File: config.mk
export PLATFORM = sky130hd
export DESIGN_NAME = rfs_sqrt_stage
export DESIGN_NICKNAME = d
export VERILOG_FILES = /design/src/hw/rtl/rfs_sqrt_stage.sv
export SDC_FILE = /design/constraint.sdc
export NUM_CORES = 1
export LEC_CHECK = 0
export BUFFER_PORTS_ARGS = -buffer_cell sky130_fd_sc_hd__clkbuf_2
export CAP_MARGIN = 10
export CORE_UTILIZATION = 43
export CTS_BUF_LIST = sky130_fd_sc_hd__clkbuf_8 sky130_fd_sc_hd__clkbuf_16
export DETAILED_ROUTE_END_ITERATION = 6
export PLACE_DENSITY = 0.86
export SETUP_SLACK_MARGIN = 0.2
export SLEW_MARGIN = 20
export SYNTH_ARGS = -nofsm -noshare
export SYNTH_HDL_FRONTEND = slang
export SYNTH_SLANG_ARGS = --single-unit
export TNS_END_PERCENT = 10
File: constraint.sdc
create_clock -name clk -period 8.75 [get_ports clk]
set_clock_uncertainty 0.2 [all_clocks]
set_input_delay 1.3125 -clock clk [delete_from_list [all_inputs] [get_ports clk]]
set_output_delay 1.3125 -clock clk [all_outputs]
set_load 0.02 [all_outputs]
File: src/hw/rtl/rfs_sqrt_stage.sv
// One registered stage of a restoring integer square root, STEPS bits per stage.
// Standalone; no package dependencies.
`default_nettype none
module rfs_sqrt_stage #(
    parameter int unsigned NW    = 64,
    parameter int unsigned RW    = 32,
    parameter int unsigned STEPS = 4,
    parameter int unsigned SHIFT = 60   // position of the first bit pair handled
) (
    input  wire logic          clk,
    input  wire logic          en,
    input  wire logic [NW-1:0] rem_in,
    input  wire logic [RW-1:0] root_in,
    output logic [NW-1:0]      rem_reg,
    output logic [RW-1:0]      root_reg
);
    logic [NW-1:0] rem_next;
    logic [RW-1:0] root_next;

    // digit-by-digit: trial = (root << 2 + 1) << shift
    always_comb
    begin
        logic [NW+1:0] trial;
        rem_next  = rem_in;
        root_next = root_in;
        for (int i = 0; i < STEPS; i++)
        begin
            trial = ({{(NW+2-RW){1'b0}}, root_next} << 2 | (NW+2)'(1))
                    << (SHIFT - 2*i);
            root_next = root_next << 1;
            if ({2'b00, rem_next} >= trial)
            begin
                rem_next  = rem_next - trial[NW-1:0];
                root_next = root_next | RW'(1);
            end
        end
    end

    always_ff @(posedge clk)
    begin
        if (en)
        begin
            rem_reg  <= rem_next;
            root_reg <= root_next;
        end
    end
endmodule
`default_nettype wire

==> impl_metrics.xml <==
<?xml version="1.0" encoding="UTF-8"?>
<metrics>
  <group name="global_route">
    <metric name="gr-total-overflow" unit="">0</metric>
    <metric name="maximum_number_of_pins_on_one_net_before_global_route_repair" unit="">97</metric>
    <metric name="number_of_antenna_violations_at_the_first_check_in_global_routing" unit="">0</metric>
    <metric name="grt_usage" unit="%">23.12</metric>
    <metric name="first_global_vias" unit="">4027</metric>
    <metric name="grt_pass1_wl" unit="µm">20070</metric>
  </group>
  <group name="setup_path">
    <metric name="timing.critical_path.mode_cell" unit="">sky130_fd_sc_hd__a21o_1</metric>
    <metric name="timing.critical_path.from" unit="">rem_in[3]</metric>
    <metric name="worst_path_largest_cell_delay" unit="ps">600</metric>
    <metric name="crit_end" unit="">rem_reg[60]</metric>
    <metric name="endpoint_kind" unit="">register</metric>
    <metric name="critical_path.startpoint_type" unit="">input pin</metric>
    <metric name="timing_worst_setup_path_type" unit="">input pin to register</metric>
    <metric name="crit_slowest_cell" unit="">sky130_fd_sc_hd__or4_4</metric>
    <metric name="cp_data_required_time" unit="ps">8670</metric>
    <metric name="crit_fanout" unit="">5</metric>
    <metric name="cp_data_arrival_time" unit="ps">8250</metric>
  </group>
  <group name="clock_network">
    <metric name="clock_root_buffer_master" unit="">sky130_fd_sc_hd__clkbuf_8</metric>
    <metric name="cts_max_path_buffers" unit="">2</metric>
    <metric name="numClockSinks" unit="">96</metric>
    <metric name="clk_pin_slew" unit="ps">90</metric>
    <metric name="cts-hold-fix-buffers" unit="">0</metric>
    <metric name="tritoncts.num_buffers" unit="">9</metric>
    <metric name="cts_max_level" unit="">3</metric>
    <metric name="cts_tree" unit="">yes</metric>
  </group>
  <group name="sta">
    <metric name="final_hold_viol_count" unit="">0</metric>
    <metric name="rsz_0062_raised_after_global_routing" unit="">false</metric>
    <metric name="layout_min_cycle_time" unit="ps">8326</metric>
    <metric name="setup_viol_count_final" unit="">0</metric>
    <metric name="final_max_slew_viol_count" unit="">0</metric>
    <metric name="slew_headroom" unit="%">43.51</metric>
    <metric name="finalCritPeriodShare" unit="%">95.16</metric>
    <metric name="tns" unit="ps">0</metric>
    <metric name="maxClockFrequency" unit="MHz">120.1</metric>
    <metric name="hold_worst_slack" unit="ps">921.4</metric>
    <metric name="worst-slew-pin-transition" unit="ps">847.3</metric>
  </group>
  <group name="floorplan">
    <metric name="row_count" unit="">37</metric>
    <metric name="die_x" unit="µm">106.8</metric>
    <metric name="io_pins" unit="">194</metric>
    <metric name="floorplan.initialDensity" unit="%">44.95</metric>
    <metric name="core-area" unit="mm²">0.01051</metric>
    <metric name="die_area" unit="mm²">0.01141</metric>
    <metric name="die_height" unit="µm">106.8</metric>
  </group>
  <group name="logic_synthesis">
    <metric name="post_synth_and_or_nand_nor_area_fraction" unit="%">11.81</metric>
    <metric name="seq_area_frac_synth" unit="%">61.03</metric>
    <metric name="synth_edf_count" unit="">96</metric>
    <metric name="dominant_combinational_cell_family_by_area_after_synthesis" unit="">simple AND/OR/NAND/NOR gates</metric>
    <metric name="post-synth-top-area-cell" unit="">sky130_fd_sc_hd__edfxtp_1</metric>
    <metric name="share_of_the_synthesized_area_in_compound_gates_ao_oa_aoi_oai" unit="%">9.563</metric>
    <metric name="synth_cell_type_count" unit="">51</metric>
    <metric name="synth_mux_area_share" unit="%">2.861</metric>
    <metric name="yosys.area_share.adder" unit="%">8.212</metric>
    <metric name="yosys_register_bits" unit="">96</metric>
    <metric name="synth_flop_cell" unit="">sky130_fd_sc_hd__edfxtp_1</metric>
    <metric name="synthesis.nets" unit="">487</metric>
    <metric name="syn-cell-area" unit="mm²">0.004723</metric>
    <metric name="synthesis.instances" unit="">358</metric>
    <metric name="post-synth-top-area-fraction" unit="%">61.03</metric>
    <metric name="post-synth-top-count-cell" unit="">sky130_fd_sc_hd__edfxtp_1</metric>
    <metric name="asyncSetResetFlopFracSynth" unit="%">0</metric>
    <metric name="synthesis.yosys.warnings" unit="">0</metric>
    <metric name="synth_xor_area_share" unit="%">4.265</metric>
    <metric name="synth_commonest_cells" unit="">96 x sky130_fd_sc_hd__edfxtp_1, 31 x sky130_fd_sc_hd__ha_1, 28 x sky130_fd_sc_hd__nor2_1</metric>
    <metric name="netlist_top_cells_area" unit="">sky130_fd_sc_hd__edfxtp_1 61%, sky130_fd_sc_hd__ha_1 8.2%, sky130_fd_sc_hd__xnor2_1 2.8%, sky130_fd_sc_hd__nor2_1 2.2%, sky130_fd_sc_hd__o21ai_0 1.9%</metric>
    <metric name="mapped_avg_cell_area" unit="µm²">13.19</metric>
  </group>
  <group name="routing">
    <metric name="drt-wirelength-per-cell" unit="µm">17.88</metric>
    <metric name="drcViolationCount" unit="">0</metric>
    <metric name="detailedRoute.firstIterationViolations" unit="">322</metric>
    <metric name="post_drt_via_cell_ratio" unit="">5.270</metric>
    <metric name="num_vias" unit="">4005</metric>
    <metric name="routed_wirelength" unit="µm">13590</metric>
    <metric name="drt_pass1_iterations" unit="">4</metric>
    <metric name="post_route_ant_nets" unit="">0</metric>
  </group>
  <group name="placement">
    <metric name="post_dp_cell_area" unit="mm²">0.006309</metric>
    <metric name="gp_congestion" unit="">0.9019</metric>
    <metric name="detailedPlacementHpwl" unit="µm">10570</metric>
    <metric name="buffer_ports.inserted" unit="">189</metric>
    <metric name="placedCellCount" unit="">732</metric>
  </group>
  <group name="layout">
    <metric name="final_cell_area" unit="mm²">0.006783</metric>
    <metric name="fin_nets" unit="">748</metric>
    <metric name="area_growth_syn_to_layout" unit="%">43.60</metric>
    <metric name="diodes" unit="">0</metric>
    <metric name="final-instance-count-excl-fill" unit="">760</metric>
    <metric name="largest_register_ff_count" unit="">64</metric>
    <metric name="layout-drive-gt1-share" unit="%">51.44</metric>
  </group>
  <group name="min_path">
    <metric name="worst_hold_path_type" unit="">input pin to register</metric>
  </group>
  <group name="pwr">
    <metric name="powerDensity" unit="mW/mm²">190.9</metric>
    <metric name="finalPower" unit="mW">1.295</metric>
    <metric name="vdd.ir_drop.worst" unit="V">0.0001199</metric>
    <metric name="static-leakage-power" unit="nW">3.011</metric>
  </group>
  <group name="run">
    <metric name="cap_violations" unit="">0</metric>
  </group>
  <group name="outcome">
    <metric name="run_status" unit="">finished clean</metric>
  </group>
</metrics>
## metal layers
layer	share of wire, %	GRT usage, %
met5	0	0
met4	2.4	10.76
met3	5.6	4.195
met2	54	43.00
met1	38	25.31
## metrics by stage
stage / util [%] / worst slack, ps
after floorplan: - / 201.7
after global placement: 60.03 / -139.1
after detailed placement: 60.03 / -265.4
after CTS: 62.45 / 241.1
after global routing: 64.54 / 123.3
final: 64.54 / 423.5
## worst max-delay path: cells and delay by family
family / cells / cell delay [ps]
buf+inv: 5 / 530
fa+ha+maj: 3 / 760
mux: 4 / 1150
compound gates: 9 / 1790
simple gates: 14 / 2480
xor+xnor: 1 / 200
## layout make-up
class	instances	area, µm²
Inverter	21	83.83
Sequential cell	96	2883
Timing Repair Buffer	254	1444
Tap cell	136	170.2
Clock buffer	9	123.9
Clock inverter	7	117.6
Multi-Input combinational cell	237	1961
Fill cell	753	3726
## placed cells by master, fill, tap and decap left out, drive strengths merged, types with 5 or more instances in the layout
cell type    n
nand2       19
a21oi       14
o21ai       20
inv         24
xor2         8
nor4        15
mux2         9
nor2b        5
ha          31
edfxtp      96
xnor2       15
nor3        16
a21o         9
nor2        28
clkbuf     197
nand4        5
buf         66
## kinds of logic (layout without fill, tap and decap cells)
family	Yosys count	in the layout
compound gates	66	66
fa+ha+maj	31	31
mux	12	12
xor+xnor	23	23
simple gates	105	105
flops	96	96
buf+inv	25	291
## how the worst min path moves through the flow
stage | startpoint | endpoint | cells past startpoint
2_1_floorplan | rem_in[0] | rem_reg[0] | 0
3_3_place_gp | root_in[12] | root_reg[16] | 1
3_5_place_dp | root_in[9] | root_reg[13] | 1
4_1_cts | root_in[9] | root_reg[13] | 1
5_1_grt | root_in[8] | root_reg[12] | 1
6_report | root_in[9] | root_reg[13] | 1
## where the power goes
group / leakage [nW] / total [mW] / internal [mW] / switching [mW]
clock: 0.125 / 0.340 / 0.191 / 0.149
sequential: 0.939 / 0.567 / 0.555 / 0.0122
combinational: 1.95 / 0.388 / 0.168 / 0.220
## repair_timing
item	4_1_cts	5_1_grt
buffers inserted	0	12
gates resized for setup	4	26
setup endpoints to repair	9	11
pin swaps	0	29
hold endpoints to repair	0	0
Note: power is estimated with default switching activity, not from simulation.
